$ cat config.mk
export PLATFORM = sky130hd
export DESIGN_NAME = sbf_ctrl
export DESIGN_NICKNAME = d
export VERILOG_FILES = /design/src/rtl/sbf_pkg.sv /design/src/rtl/sbf_ctrl.sv
export SDC_FILE = /design/constraint.sdc
export NUM_CORES = 1
export LEC_CHECK = 0
export BUFFER_PORTS_ARGS = -buffer_cell sky130_fd_sc_hd__buf_2
export CAP_MARGIN = 20
export CORE_AREA = 2 2 39 41
export CTS_CLUSTER_SIZE = 30
export DETAILED_ROUTE_END_ITERATION = 12
export DIE_AREA = 0 0 41 43
export PLACE_DENSITY = 0.59
export SLEW_MARGIN = 20
export SYNTH_ARGS = -nofsm -noshare
export SYNTH_HDL_FRONTEND = slang
export SYNTH_SLANG_ARGS = --single-unit
export TNS_END_PERCENT = 5
$ cat constraint.sdc
create_clock -name clk -period 1.95 [get_ports clk]
set_clock_uncertainty 0.1 [all_clocks]
set_input_delay 0.39 -clock clk [delete_from_list [all_inputs] [get_ports clk]]
set_output_delay 0.39 -clock clk [all_outputs]
set_load 0.01 [all_outputs]
$ cat src/rtl/sbf_pkg.sv
// Shared constants, opcodes and controller/datapath handshake structs for
// the sprite blitter. No dependencies.
package sbf_pkg;

  // screen and sprite geometry
  localparam int SCREEN_WIDTH_BYTES = 80;
  localparam int SCREEN_HEIGHT_ROWS = 480;
  localparam int SPRITE_SLOT_BYTES  = 128;
  localparam int SPRITE_KINDS       = 3;
  localparam int MAX_SPRITE_W       = 4;
  localparam int MAX_SPRITE_H       = 32;

  localparam int FRAME_BYTES = SCREEN_WIDTH_BYTES * SCREEN_HEIGHT_ROWS;
  localparam int PAT_BYTES   = SPRITE_KINDS * SPRITE_SLOT_BYTES;
  localparam int FB_AW       = $clog2(FRAME_BYTES);
  localparam int PAT_AW      = $clog2(PAT_BYTES);
  localparam int CW_W        = $clog2(MAX_SPRITE_W);
  localparam int RW_W        = $clog2(MAX_SPRITE_H);
  localparam int PI_W        = $clog2(MAX_SPRITE_W * MAX_SPRITE_H);

  // field widths
  localparam int OP_W       = 3;
  localparam int COL_W      = 7;
  localparam int ROW_W      = 9;
  localparam int KIND_W     = 2;
  localparam int PIDX_W     = 7;
  localparam int BYTE_W     = 8;
  localparam int WREG_W     = 3;
  localparam int HREG_W     = 6;
  localparam int CFG_IDX_W  = 3;
  localparam int CFG_DATA_W = 6;

  typedef enum logic [OP_W-1:0] {
    OP_DRAW  = 3'd0,
    OP_ERASE = 3'd1,
    OP_CLEAR = 3'd2,
    OP_READ  = 3'd3,
    OP_LOAD  = 3'd4
  } sbf_op_t;

  typedef enum logic [CFG_IDX_W-1:0] {
    CFG_PLAYER_W = 3'd0,
    CFG_PLAYER_H = 3'd1,
    CFG_SHOT_W   = 3'd2,
    CFG_SHOT_H   = 3'd3,
    CFG_ALIEN_W  = 3'd4,
    CFG_ALIEN_H  = 3'd5
  } sbf_cfg_idx_t;

  localparam logic [KIND_W-1:0] KIND_PLAYER = 2'd0;
  localparam logic [KIND_W-1:0] KIND_SHOT   = 2'd1;
  localparam logic [KIND_W-1:0] KIND_ALIEN  = 2'd2;

  localparam logic [BYTE_W-1:0] BYTE_ZERO = 8'h00;

  typedef enum logic [2:0] {
    ST_INIT_CLR,
    ST_IDLE,
    ST_DECODE,
    ST_CLEAR,
    ST_READ,
    ST_BLIT_RD,
    ST_BLIT_WR,
    ST_DONE
  } sbf_state_t;

  typedef struct packed {
    logic sweep_init;   // restart sweep address at zero
    logic sweep_step;   // zero one frame byte, advance
    logic sweep_pat;    // also zero the pattern store during the sweep
    logic blit_init;    // load blit counters from the item
    logic blit_rd;      // read frame and pattern bytes
    logic blit_wr;      // write merged byte, advance counters
    logic item_rd;      // read the frame byte the item addresses
    logic pat_load;     // store a pattern byte
    logic res_clear;
    logic res_read;
    logic res_placed;
    logic out_load;
  } sbf_cmd_t;

  typedef struct packed {
    sbf_op_t op;
    logic    blit_ok;
    logic    blit_last;
    logic    sweep_last;
    logic    out_free;
  } sbf_sts_t;

endpackage

$ cat src/rtl/sbf_ctrl.sv
// Sequencer for the blitter: decodes the held word and steps the datapath
// through sweeps, reads and read-modify-write loops. Depends on sbf_pkg.
module sbf_ctrl (
  input  logic              clk,
  input  logic              rst_n,
  input  logic              in_fire,
  input  sbf_pkg::sbf_sts_t sts,
  output sbf_pkg::sbf_cmd_t cmd,
  output logic              in_ready
);
  import sbf_pkg::*;

  sbf_state_t state_r, state_nxt;

  always_ff @(posedge clk) begin
    if (!rst_n) begin
      state_r <= ST_INIT_CLR;
    end else begin
      state_r <= state_nxt;
    end
  end

  always_comb begin
    state_nxt = state_r;
    unique case (state_r)
      ST_INIT_CLR: if (sts.sweep_last) state_nxt = ST_IDLE;
      ST_IDLE:     if (in_fire) state_nxt = ST_DECODE;
      ST_DECODE: begin
        unique case (sts.op)
          OP_DRAW, OP_ERASE: state_nxt = sts.blit_ok ? ST_BLIT_RD : ST_DONE;
          OP_CLEAR:          state_nxt = ST_CLEAR;
          OP_READ:           state_nxt = ST_READ;
          default:           state_nxt = ST_DONE;
        endcase
      end
      ST_CLEAR:    if (sts.sweep_last) state_nxt = ST_DONE;
      ST_READ:     state_nxt = ST_DONE;
      ST_BLIT_RD:  state_nxt = ST_BLIT_WR;
      ST_BLIT_WR:  state_nxt = sts.blit_last ? ST_DONE : ST_BLIT_RD;
      ST_DONE:     if (sts.out_free) state_nxt = ST_IDLE;
      default:     state_nxt = ST_IDLE;
    endcase
  end

  always_comb begin
    cmd      = '0;
    in_ready = 1'b0;
    unique case (state_r)
      ST_INIT_CLR: begin
        cmd.sweep_step = 1'b1;
        cmd.sweep_pat  = 1'b1;
      end
      ST_IDLE: in_ready = 1'b1;
      ST_DECODE: begin
        cmd.res_clear = 1'b1;
        unique case (sts.op)
          OP_DRAW, OP_ERASE: cmd.blit_init = sts.blit_ok;
          OP_CLEAR:          cmd.sweep_init = 1'b1;
          OP_READ:           cmd.item_rd = 1'b1;
          OP_LOAD:           cmd.pat_load = 1'b1;
          default:           ;
        endcase
      end
      ST_CLEAR:   cmd.sweep_step = 1'b1;
      ST_READ:    cmd.res_read = 1'b1;
      ST_BLIT_RD: cmd.blit_rd = 1'b1;
      ST_BLIT_WR: begin
        cmd.blit_wr    = 1'b1;
        cmd.res_placed = sts.blit_last;
      end
      ST_DONE:    cmd.out_load = sts.out_free;
      default:    ;
    endcase
  end

  // result only moves into a free output register
  a_out_load_free: assert property (@(posedge clk) disable iff (!rst_n)
    cmd.out_load |-> sts.out_free)
    else $error("result loaded over a pending word");

  // every merge write uses data fetched the cycle before
  a_wr_after_rd: assert property (@(posedge clk) disable iff (!rst_n)
    cmd.blit_wr |-> $past(cmd.blit_rd))
    else $error("blit write without preceding read");

  // no word taken while the power-up sweep runs
  a_no_accept_init: assert property (@(posedge clk) disable iff (!rst_n)
    state_r == ST_INIT_CLR |-> !in_fire)
    else $error("word accepted during power-up clear");

  // a placed result only at the end of a blit loop
  a_placed_end: assert property (@(posedge clk) disable iff (!rst_n)
    cmd.res_placed |-> cmd.blit_wr && sts.blit_last)
    else $error("placed flag outside blit end");

endmodule

Word level (Yosys, flattened, before mapping)

Cells that the tools add are included.

Equal/unequal tests: 15
Mux-type cells: 23
Reductions and logical operators: 5

Operators with widths:

| operator           | count |
|---|---|
| $pmux 3 s8         | 1 |
| $eq 3x3->1 const B | 5 |
| $mux 3             | 5 |
| $mux 1             | 14 |
| $eq 3x2->1 const B | 4 |
| $pmux 3 s3         | 1 |
| $ne 2x2->1 const B | 4 |
| $eq 3x1->1 const B | 2 |
| $logic_not 3->1    | 2 |
| $mux 2             | 2 |
| $reduce_and 4->1   | 1 |
| $reduce_or 2->1    | 2 |

Flip-flop bits (word level): 3
Input port bits: 10
Output and inout port bits: 13

Longest topological paths before layout

Gate-level depths: netlist of run 1.

Depth after elaboration: 4
Gate-level depth with buffers: 5
Depth with buffers taken out: 3

Least setup slack after synthesis of run 1

No wires, ideal clock.

Path kind: reg-to-output
From: register state_r[0]
To: output port cmd[8] in the netlist's numbering
Data arrival time: 1376 ps
Setup slack: 84 ps
Stages on the path, launching flop included: 5
Path buffers: 2
Path through: dfxtp_1 -> buf_6 -> or3b_1 -> clkbuf_1 -> nor4b_1

RTL lines:

| what                   | line           | RTL |
|---|---|---|
| start, declared        | sbf_ctrl.sv:13 | `sbf_state_t state_r, state_nxt;` |
| start signal, assigned | sbf_ctrl.sv:19 | `state_r <= state_nxt;` |
| end, declared          | sbf_ctrl.sv:8  | `output sbf_pkg::sbf_cmd_t cmd,` |

==> metrics.log, run 1 <==
[metrics] effective utilization at floorplan: approximately a quarter
[metrics] routed wirelength normalized by instance count: 10.86 µm
[metrics] post-CTS setup repair buffer count: 0
[metrics] largest registers: state_r x3
[metrics] highest cell delay on the worst timing path: 430 ps
[metrics] data required time of the worst path: 1460 ps
[metrics] period utilization: between 90 and 100%
[metrics] setup repair after global routing missed its margin: no
[metrics] cell area after placement: approximately 460 µm²
[metrics] count of antenna diodes in the layout: 0
[metrics] Netlist cell types: 30
[metrics] final wirelength: about 900 µm
[metrics] setup slack on the worst flop-to-flop path: between 300 and 400 ps
[metrics] detailed-route vias per instance: 5.000
[metrics] placeable core region: 0.001384 mm²
[metrics] Detailed Route Iter0 Violations: 6
[metrics] Top delay family on crit path: simple AND/OR/NAND/NOR gates
[metrics] wire length of the first global-routing pass: approximately 1.4 mm
[metrics] net switching component of the power: between 0.06 and 0.07 mW
[metrics] register ranked first by flip-flop count: state_r
[metrics] Synthesized Nets: 54
[metrics] switching share of total power: about 29%
[metrics] result of the run: complete, no violations
[metrics] Top Usage Layer GRT: met2
[metrics] most frequently used flop master after synthesis: dfxtp_1
[metrics] number of fill cells in the layout: 157
[metrics] HPWL after DPL: around 720 µm
[metrics] placer's final routability congestion estimate: approximately 0.74
[metrics] critical path capture point type: output pin
[metrics] number of flops mapped to enable cells by yosys: 0
[metrics] remaining number of nets flagged by the antenna check after routing: 0
[metrics] cell leakage power: ~0.26 nW
[metrics] slowest stage cell on the critical path: or3b_4
[metrics] final max-slew violation count: 0
[metrics] Die Footprint: around 0.0018 mm²
[metrics] Die Y: approximately 43 µm
[metrics] worst endpoint data arrival time: roughly 1400 ps
[metrics] cell count after synthesis: 44
[metrics] first drt pass iteration count: 3
[metrics] Post-route DRC: 0
[metrics] category of the critical setup timing path: flop to output pin
[metrics] sequential group share of total power: between 20% and 30%
[metrics] initial antenna violation count: 0
[metrics] register clock-pin slew on the reported worst setup and hold paths: about 40 ps
[metrics] Cell Area, Synth: ~330 µm²
[metrics] number of maximum-capacitance constraint violations: 0
[metrics] vias in the first global route: approximately 330
[metrics] final-report setup violation count: 0
[metrics] share of flip-flops with an asynchronous set or reset: 0%
[metrics] worst min-delay path category: input port to flop
[metrics] I/O Buffers: 22
[metrics] biggest fanout along the worst timing path: 6
[metrics] VDD IR max: around 0.00023 V
[metrics] number of CTS-inserted buffers: 3
[metrics] combinational fraction of design power: between 20 and 30%
[metrics] most common library cell in the layout ignoring fill and taps: buf_2
[metrics] share of layout cells above drive strength 1: between 40 and 50%
[metrics] row count: 14
[metrics] routed via count: 425
[metrics] share of synthesized area occupied by flip-flops and latches: about 18%
[metrics] number of nets at the end of the flow: 80
[metrics] CTS tree: built
[metrics] met2 usage: between 10% and 20%
[metrics] worst-case clock buffer depth: 2
[metrics] pin count of the biggest net entering global routing: 14
[metrics] normalized max-slew margin: 75.45%
[metrics] clock share of power: approximately 45%
[metrics] Bufs and invs on worst path: 1
[metrics] post-synthesis average cell area: approximately 7.6 µm²
[metrics] number of sinks handled by clock tree synthesis: 3
[metrics] fraction of met3 tracks used by global routing: under 10%
[metrics] commonest cells after routing, fill and taps aside: 22 x buf_2, 5 x nor2_1
[metrics] flip-flop count of the largest register after layout: 3
[metrics] final setup TNS: 0 ps
[metrics] leading area contributor after synthesis: dfxtp_1
[metrics] worst-skew pair later-pin latency: around 230 ps
[metrics] P&R area growth vs syn: 49.44%
[metrics] cell internal power dissipation: 0.1721 mW
[metrics] final design instance area without fill: between 400 and 500 µm²
[metrics] final period demand of the worst path: ~1900 ps
[metrics] power density relative to cell area: 482.7 mW/mm²
[metrics] share of the synthesized area in the top cell type: about 18%
[metrics] final hold violation count: 0
[metrics] Root Buffer: clkbuf_4
[metrics] All-Layer GR Usage: 12.04%
[metrics] die span in x: ~40 µm
[metrics] Worst Tran Pin Value: ~360 ps
[metrics] cell-by-cell trace of the critical path: or3b_4 > nor4b_2 > buf_2
[metrics] number of levels in the clock H-tree: 1
[metrics] Startpoint Class: flop
[metrics] highest clock rate: roughly 540 MHz
[metrics] overall overflow remaining after global route: 0
[metrics] met1 demand-to-capacity share in global routing: a little over an eighth
[metrics] Top Ports: 23
[metrics] dominant cells by area after synthesis: dfxtp_1 18%, nor4b_1 7.9%, nor2_1 5.6%
[metrics] warning count from the yosys run: 0
[metrics] register bit count reported by yosys: 3
==> final timing paths <==
kind                                  from    endpoint  cells after the start
worst max-delay path            state_r[2]      cmd[8]                      3
worst min-delay path                 rst_n  state_r[0]                      3
worst max register to register  state_r[1]  state_r[0]                      4
worst min register to register  state_r[0]  state_r[1]                      3
==> metal layers <==
metal  share of wire [%]  wire length (µm)  vias up
met3                 7.8                72        2
met2                  48               442       12
met4                0.98                 9        0
li1                    -                 -      218
met5                   0                 0        -
met1                  43               399      193
==> cells in the mapped netlist, types with 2 or more instances <==
cell      n
clkbuf_1  3
nand2_1   2
nor4b_1   3
nor2_1    5
inv_1     3
nand3b_1  2
dfxtp_1   3
==> power by group through the flow <==
| stage | Sequential [mW] | Combinational (mW) | Clock, mW |
|---|---|---|---|
| after detailed placement | 0.0667 | 0.0653 | 0 |
| after global routing | 0.0662 | 0.0735 | 0.115 |
| after global placement | 0.0668 | 0.0655 | 0 |
| after CTS | 0.0660 | 0.0660 | 0.115 |
| final | 0.0660 | 0.0666 | 0.108 |
| after floorplan | 0.0670 | 0.0389 | 0 |
==> kinds of logic (layout without fill, tap and decap cells) <==
kind of cell	count (synthesis)	count (layout)	share of synthesized area, %
xor+xnor	1	1	2.622
compound gates	7	7	16.86
simple gates	24	24	46.08
mux	2	2	6.367
buf+inv	7	32	10.11
flops	3	3	17.98
==> metrics by stage <==
| step | utilization, % | cells | worst slack, ps | hold WS (ps) | total power [mW] |
|---|---|---|---|---|---|
| after global routing | 36.08 | 85 | 26.71 | 343.3 | 0.2546 |
| after CTS | 35.62 | 85 | 37.36 | 322.3 | 0.2472 |
| after floorplan | - | 44 | 83.90 | 419.8 | 0.1060 |
| after global placement | 33.54 | 81 | 264.3 | 576.0 | 0.1323 |
| after detailed placement | 33.54 | 81 | 245.8 | 572.4 | 0.1320 |
| final | 36.08 | 85 | 96.75 | 336.7 | 0.2410 |
==> worst min-delay path, cell delays in order <==
cell	delay [ps]
buf_2	110
inv_1	60
a311oi_1	50
==> final cells by class <==
type | instances | area (µm²) | share of cell area (%)
sequential | 3 | 60.06 | 12.03
timing repair buffer | 25 | 132.6 | 26.57
multi-input combinational | 34 | 249.0 | 49.87
clock buffer | 4 | 26.28 | 5.263
inverter | 3 | 11.26 | 2.256
tap | 16 | 20.02 | 4.010
==> repair_timing <==
item,in CTS,in global routing
resized for setup,1,1
hold buffers,0,0
setup endpoints to repair,1,1
No activity file was read; power rests on OpenSTA's default activity.
==> run 2, diff against run 1 <==
--- a/config.mk
+++ b/config.mk
@@ -8,6 +8,7 @@
 export BUFFER_PORTS_ARGS = -buffer_cell sky130_fd_sc_hd__buf_2
 export CAP_MARGIN = 20
 export CORE_AREA = 2 2 39 41
+export CTS_BUF_LIST = sky130_fd_sc_hd__clkbuf_8 sky130_fd_sc_hd__clkbuf_16
 export CTS_CLUSTER_SIZE = 30
 export DETAILED_ROUTE_END_ITERATION = 12
 export DIE_AREA = 0 0 41 43
==> run 2 against run 1 <==
  * Flip-flop and latch count stayed put
  * Utilization is 1.4 points higher
  * Worst hold slack better by 17 ps
  * Critical endpoint unchanged
  * Register-to-register slack hardly changed
  * Sequential share of layout area is 0.44 points lower
  * Via count is 0.94% lower
==> metrics.log, run 2 (synthesized netlist as in run 1, its figures left out) <==
[metrics] share of layout cells above drive strength 1: 46.38% (unchanged)
[metrics] min-delay src: rst_n (unchanged)
[metrics] commonest cells after routing, fill and taps aside: 22 x buf_2, 5 x nor2_1, 4 x inv_1 (was 22 x buf_2, 5 x nor2_1)
[metrics] number of maximum-capacitance constraint violations: 0 (unchanged)
[metrics] endpoint with the worst hold slack: state_r[0] (unchanged)
[metrics] register clock-pin slew on the reported worst setup and hold paths: 30 ps (was 40 ps)
[metrics] HPWL after DPL: 720.7 µm (unchanged)
[metrics] final period demand of the worst path: 1836 ps (was 1853 ps)
[metrics] number of levels in the clock H-tree: 1 (unchanged)
[metrics] period utilization: 94.16% (was 95.04%)
[metrics] slowest stage cell on the critical path: or3b_4 (unchanged)
[metrics] post-layout worst setup margin: 113.8 ps (was 96.75 ps)
[metrics] Startpoint Class: flop (unchanged)
[metrics] I/O Buffers: 22 (unchanged)
[metrics] Post-route DRC: 0 (unchanged)
[metrics] cell area after placement: 464.2 µm² (unchanged)
[metrics] Place WS: 245.8 ps (unchanged)
[metrics] remaining number of nets flagged by the antenna check after routing: 0 (unchanged)
[metrics] die span in x: 41 µm (unchanged)
[metrics] vias in the first global route: 329 (was 334)
[metrics] highest cell delay on the worst timing path: 430 ps (about the same)
[metrics] Root Buffer: clkbuf_8 (was clkbuf_4)
[metrics] worst-case clock buffer depth: 2 (unchanged)
[metrics] final hold violation count: 0 (unchanged)
[metrics] Reg-to-Reg End: state_r[2] (was state_r[0])
[metrics] data required time of the worst path: 1460 ps (about the same)
[metrics] CTS tree: built (unchanged)
[metrics] number of sinks handled by clock tree synthesis: 3 (unchanged)
[metrics] number of CTS-inserted buffers: 3 (unchanged)
[metrics] final-report setup violation count: 0 (unchanged)
[metrics] register ranked first by flip-flop count: state_r (unchanged)
[metrics] critical path capture point type: output pin (unchanged)
[metrics] setup slack on the worst flop-to-flop path: 340 ps (about the same)
[metrics] P&R area growth vs syn: 55.06% (was 49.44%)
[metrics] initial antenna violation count: 0 (unchanged)
[metrics] placeable core region: 0.001384 mm² (unchanged)
[metrics] Hold Buf Count CTS: 0 (unchanged)
[metrics] worst endpoint data arrival time: 1350 ps (was 1360 ps)
[metrics] overall power after layout: 0.3063 mW (was 0.2410 mW)
[metrics] pin count of the biggest net entering global routing: 14 (unchanged)
[metrics] power density relative to cell area: 591.3 mW/mm² (was 482.7 mW/mm²)
[metrics] VDD IR max: 0.0002562 V (was 0.0002267 V)
[metrics] routed via count: 421 (was 425)
[metrics] Detailed Route Iter0 Violations: 5 (was 6)
[metrics] most common library cell in the layout ignoring fill and taps: buf_2 (unchanged)
[metrics] routed wirelength normalized by instance count: 11.00 µm (was 10.86 µm)
[metrics] first drt pass iteration count: 2 (was 3)
[metrics] normalized max-slew margin: 75.39% (was 75.45%)
[metrics] highest clock rate: 544.6 MHz (was 539.6 MHz)
[metrics] cell leakage power: 0.2708 nW (was 0.2588 nW)
[metrics] All-Layer GR Usage: 12.04% (unchanged)
[metrics] largest registers: state_r x3 (unchanged)
[metrics] final design instance area without fill: 518.0 µm² (was 499.2 µm²)
[metrics] setup repair after global routing missed its margin: no (unchanged)
[metrics] count of antenna diodes in the layout: 0 (unchanged)
[metrics] final max-slew violation count: 0 (unchanged)
[metrics] cell-by-cell trace of the critical path: or3b_4 > nor4b_2 > buf_2 (unchanged)
[metrics] final setup TNS: 0 ps (unchanged)
[metrics] row count: 14 (unchanged)
[metrics] result of the run: complete, no violations (unchanged)
[metrics] biggest fanout along the worst timing path: 6 (unchanged)
[metrics] Final Hold Slack: 354.0 ps (was 336.7 ps)
[metrics] worst min-delay path category: input port to flop (unchanged)
[metrics] Die Footprint: 0.001763 mm² (unchanged)
[metrics] category of the critical setup timing path: flop to output pin (unchanged)
[metrics] overall overflow remaining after global route: 0 (unchanged)
[metrics] worst-skew pair later-pin latency: 210 ps (was 230 ps)
[metrics] flip-flop count of the largest register after layout: 3 (unchanged)
[metrics] cell depth of the worst min-delay path: 3 (unchanged)
[metrics] worst r2r src: state_r[0] (was state_r[1])
[metrics] number of nets at the end of the flow: 80 (unchanged)
[metrics] Worst Tran Pin Value: 359.9 ps (was 359.0 ps)
[metrics] worst r2r path cells: 4 (unchanged)
[metrics] final wirelength: 935 µm (was 923 µm)
[metrics] wire length of the first global-routing pass: 1.352 mm (unchanged)
[metrics] Die Y: 43 µm (unchanged)
[metrics] detailed-route vias per instance: 4.953 (was 5.000)
[metrics] placer's final routability congestion estimate: 0.7447 (unchanged)
[metrics] Top Ports: 23 (unchanged)
[metrics] effective utilization at floorplan: 24.14% (unchanged)
-- run 2: cell types whose count changed in the layout (fill, tap and decap cells not counted) --
cell / change
clkbuf_1: -1
clkbuf_8: +3
inv_1: +1
clkbuf_4: -3
-- run 2: final cells by class --
class                           count  area (µm²)
Multi-Input combinational cell     34       249.0
Timing Repair Buffer               25       132.6
Tap cell                           16       20.02
Sequential cell                     3       60.06
Clock inverter                      1       3.754
Inverter                            3       11.26
Fill cell                         160       865.8
Clock buffer                        3       41.29
-- run 2: what timing repair did --
| item | in CTS | in global routing |
|---|---|---|
| buffers inserted | 0 | 0 |
| resized for setup | 0 | 2 |
| hold endpoints to repair | 0 | 0 |
| setup endpoints to repair | 0 | 2 |
-- run 2: layer usage --
metal  share of wire [%]  routed length, µm  GRT usage (%)
met5                   0                  0              0
met3                 7.7                 72          4.712
met4                0.96                  9          10.00
met1                  43                402          13.78
met2                  48                450          16.56
-- run 2: worst max-delay path by stage --
| stage | endpoint | from | slack [ps] | cells after the start |
|---|---|---|---|---|
| floorplan | cmd[8] | state_r[0] | 80 | 4 |
| global placement | cmd[8] | state_r[2] | 260 | 3 |
| detailed placement | cmd[8] | state_r[2] | 250 | 3 |
| CTS | cmd[8] | state_r[2] | 5 | 3 |
| global route | cmd[8] | state_r[2] | 50 | 3 |
| finish | cmd[8] | state_r[2] | 110 | 3 |
-- run 2: report_power, final --
part / total [mW] / internal (mW) / leakage (nW) / switching [mW]
combinational: 0.0664 / 0.0307 / 0.219 / 0.0357
sequential: 0.0662 / 0.0648 / 0.0245 / 0.00131
clock: 0.174 / 0.134 / 0.0269 / 0.0399
-- run 2: metrics by stage --
stage / utilization (%) / std cells
after detailed placement: 33.54 / 81
after CTS: 36.80 / 85
final: 37.43 / 85
after global placement: 33.54 / 81
after global routing: 37.43 / 85
after floorplan: - / 44
-- run 2: critical path: cells and delay by family, from the launching register on --
kind	cells	cell delay (ps)
simple gates	2	670
flops	1	300
buf+inv	1	160
==> run 3, diff against run 2 <==
--- a/config.mk
+++ b/config.mk
@@ -7,12 +7,14 @@
 export LEC_CHECK = 0
 export BUFFER_PORTS_ARGS = -buffer_cell sky130_fd_sc_hd__buf_2
 export CAP_MARGIN = 20
-export CORE_AREA = 2 2 39 41
+export CELL_PAD_IN_SITES_DETAIL_PLACEMENT = 0
+export CELL_PAD_IN_SITES_GLOBAL_PLACEMENT = 1
+export CORE_UTILIZATION = 25
 export CTS_BUF_LIST = sky130_fd_sc_hd__clkbuf_8 sky130_fd_sc_hd__clkbuf_16
 export CTS_CLUSTER_SIZE = 30
 export DETAILED_ROUTE_END_ITERATION = 12
-export DIE_AREA = 0 0 41 43
-export PLACE_DENSITY = 0.59
+export PLACE_DENSITY_LB_ADDON = 0.1
+export SKIP_CTS_REPAIR_TIMING = 1
 export SLEW_MARGIN = 20
 export SYNTH_ARGS = -nofsm -noshare
 export SYNTH_HDL_FRONTEND = slang
==> run 3 against run 2 <==
  * Die area down 16%
  * Register-to-register slack got worse by 20 ps
  * Clock power shrank 2%
  * Maximum frequency shrank 1.3%
  * Non-clock buffer count unchanged
  * Sequential share of layout area grew 0.20 points
  * First-iteration DRC count decreased by 100%
  * Worst hold slack got worse by 5.9 ps
  * Final cell count down 2.4%
  * Design area fell by 1.7%
  * Critical path type unchanged
  * Highest routed layer is now met3
==> metrics.log, run 3 (synthesized netlist as in run 1, its figures left out) <==
[metrics] setup slack on the worst flop-to-flop path: 320 ps (was 340 ps)
[metrics] register ranked first by flip-flop count: state_r (unchanged)
[metrics] Die Footprint: 0.001486 mm² (was 0.001763 mm²)
[metrics] critical path capture point type: output pin (unchanged)
[metrics] remaining number of nets flagged by the antenna check after routing: 0 (unchanged)
[metrics] Detailed Route Iter0 Violations: 0 (was 5)
[metrics] Root Buffer: clkbuf_8 (unchanged)
[metrics] Top Usage Layer GRT: met2 (unchanged)
[metrics] final-report setup violation count: 0 (unchanged)
[metrics] min-delay src: rst_n (unchanged)
[metrics] final wirelength: 871 µm (was 935 µm)
[metrics] final setup TNS: 0 ps (unchanged)
[metrics] commonest cells after routing, fill and taps aside: 22 x buf_2, 5 x nor2_1, 4 x inv_1 (unchanged)
[metrics] I/O Buffers: 22 (unchanged)
[metrics] worst endpoint data arrival time: 1370 ps (was 1350 ps)
[metrics] combinational fraction of design power: 21.7% (about the same)
[metrics] final hold violation count: 0 (unchanged)
[metrics] number of sinks handled by clock tree synthesis: 3 (unchanged)
[metrics] share of layout cells above drive strength 1: 44.93% (was 46.38%)
[metrics] Placed Cells incl. Taps: 79 (was 81)
[metrics] worst-case clock buffer depth: 2 (unchanged)
[metrics] largest registers: state_r x3 (unchanged)
[metrics] routed wirelength normalized by instance count: 10.49 µm (was 11.00 µm)
[metrics] category of the critical setup timing path: flop to output pin (unchanged)
[metrics] data required time of the worst path: 1460 ps (about the same)
[metrics] cell internal power dissipation: 0.2290 mW (was 0.2294 mW)
[metrics] P&R area growth vs syn: 52.43% (was 55.06%)
[metrics] power density relative to cell area: 591.9 mW/mm² (was 591.3 mW/mm²)
[metrics] number of nets at the end of the flow: 80 (unchanged)
[metrics] met1 demand-to-capacity share in global routing: 18.12% (was 13.78%)
[metrics] setup repair after global routing missed its margin: no (unchanged)
[metrics] cell depth of the worst min-delay path: 3 (unchanged)
[metrics] fraction of met3 tracks used by global routing: 5.233% (was 4.712%)
[metrics] worst r2r src: state_r[0] (unchanged)
[metrics] Reg-to-Reg End: state_r[2] (unchanged)
[metrics] placer's final routability congestion estimate: 0.7438 (was 0.7447)
[metrics] wire length of the first global-routing pass: 1.324 mm (was 1.352 mm)
[metrics] Top Ports: 23 (unchanged)
[metrics] initial antenna violation count: 0 (unchanged)
[metrics] die span in x: 38.56 µm (was 41 µm)
[metrics] biggest fanout along the worst timing path: 6 (unchanged)
[metrics] worst-skew pair later-pin latency: 210 ps (about the same)
[metrics] met2 usage: 18.33% (was 16.56%)
[metrics] cell leakage power: 0.2697 nW (was 0.2708 nW)
[metrics] overall overflow remaining after global route: 0 (unchanged)
[metrics] net switching component of the power: 0.07247 mW (was 0.07686 mW)
[metrics] CTS tree: built (unchanged)
[metrics] clock share of power: 56.4% (was 56.7%)
[metrics] post-layout instance count excluding filler cells: 83 (was 85)
[metrics] first drt pass iteration count: 1 (was 2)
[metrics] Post-route DRC: 0 (unchanged)
[metrics] period utilization: 95.40% (was 94.16%)
[metrics] routed via count: 404 (was 421)
[metrics] VDD IR max: 0.0002867 V (was 0.0002562 V)
[metrics] detailed-route vias per instance: 4.867 (was 4.953)
[metrics] final max-slew violation count: 0 (unchanged)
[metrics] sequential group share of total power: 22.0% (was 21.6%)
[metrics] final period demand of the worst path: 1860 ps (was 1836 ps)
[metrics] worst r2r path cells: 4 (unchanged)
[metrics] most common library cell in the layout ignoring fill and taps: buf_2 (unchanged)
[metrics] worst min-delay path category: input port to flop (unchanged)
[metrics] placeable core region: 0.001171 mm² (was 0.001384 mm²)
[metrics] row count: 12 (was 14)
[metrics] number of levels in the clock H-tree: 1 (unchanged)
[metrics] Startpoint Class: flop (unchanged)
[metrics] endpoint with the worst hold slack: state_r[0] (unchanged)
[metrics] number of maximum-capacitance constraint violations: 0 (unchanged)
[metrics] highest clock rate: 537.5 MHz (was 544.6 MHz)
[metrics] vias in the first global route: 332 (was 329)
[metrics] normalized max-slew margin: 74.61% (was 75.39%)
[metrics] Die Y: 38.56 µm (was 43 µm)
[metrics] register clock-pin slew on the reported worst setup and hold paths: 30 ps (about the same)
[metrics] number of CTS-inserted buffers: 3 (unchanged)
[metrics] effective utilization at floorplan: 28.53% (was 24.14%)
[metrics] pin count of the biggest net entering global routing: 14 (unchanged)
[metrics] switching share of total power: 24.04% (was 25.09%)
[metrics] flip-flop count of the largest register after layout: 3 (unchanged)
[metrics] result of the run: complete, no violations (unchanged)
[metrics] count of antenna diodes in the layout: 0 (unchanged)
[metrics] HPWL after DPL: 667.9 µm (was 720.7 µm)
[metrics] All-Layer GR Usage: 12.57% (was 12.04%)
[metrics] Worst Tran Pin Value: 371.3 ps (was 359.9 ps)
## run 3: area by class of cell
type	instances	area, µm²
multi-input cells	34	242.7
clock buffers	3	41.29
repair buffers	25	132.6
well taps	14	17.52
flip-flops and latches	3	60.06
inverters	3	11.26
fillers	131	661.9
clock inverters	1	3.754
## run 3: worst max-delay path by stage
stage | from | to | slack (ps) | cells after the start
final | state_r[2] | cmd[8] | 90 | 3
after global routing | state_r[2] | cmd[8] | 7 | 3
after CTS | state_r[2] | cmd[8] | 10 | 3
after detailed placement | state_r[2] | cmd[8] | 250 | 3
after global placement | state_r[2] | cmd[8] | 260 | 3
after floorplan | state_r[0] | cmd[8] | 80 | 4
## run 3: worst max-delay path, cell delays in order (launching register included)
cell and delay (ps):
dfxtp_1 300, or3b_4 430, nor4b_1 260, buf_2 170
## run 3: metal layers
metal  routed length (µm)  share of wire [%]  vias to the layer above
li1                     -                  -                      218
met1                  458                 53                      169
met2                  353                 41                       17
met3                   59                6.8                        0
met4                    0                  0                        0
met5                    0                  0                        -
## run 3: power by group through the flow
stage / Combinational [mW] / Clock [mW] / Sequential, mW
after CTS: 0.0652 / 0.174 / 0.0661
after global placement: 0.0661 / 0 / 0.0670
after detailed placement: 0.0650 / 0 / 0.0670
final: 0.0653 / 0.170 / 0.0663
after floorplan: 0.0389 / 0 / 0.0670
after global routing: 0.0728 / 0.182 / 0.0667
## run 3: stage by stage
stage,util (%),setup slack [ps],cell area (µm²),hold WS (ps),total power [mW]
detailed placement,39.42,248.3,461.7,566.8,0.1320
floorplan,-,83.90,334.1,419.8,0.1060
global placement,39.42,255.5,461.7,579.3,0.1331
CTS,43.27,9.508,506.7,347.7,0.3054
finish,43.48,89.61,509.2,348.1,0.3014
global route,43.48,7.249,509.2,354.5,0.3217
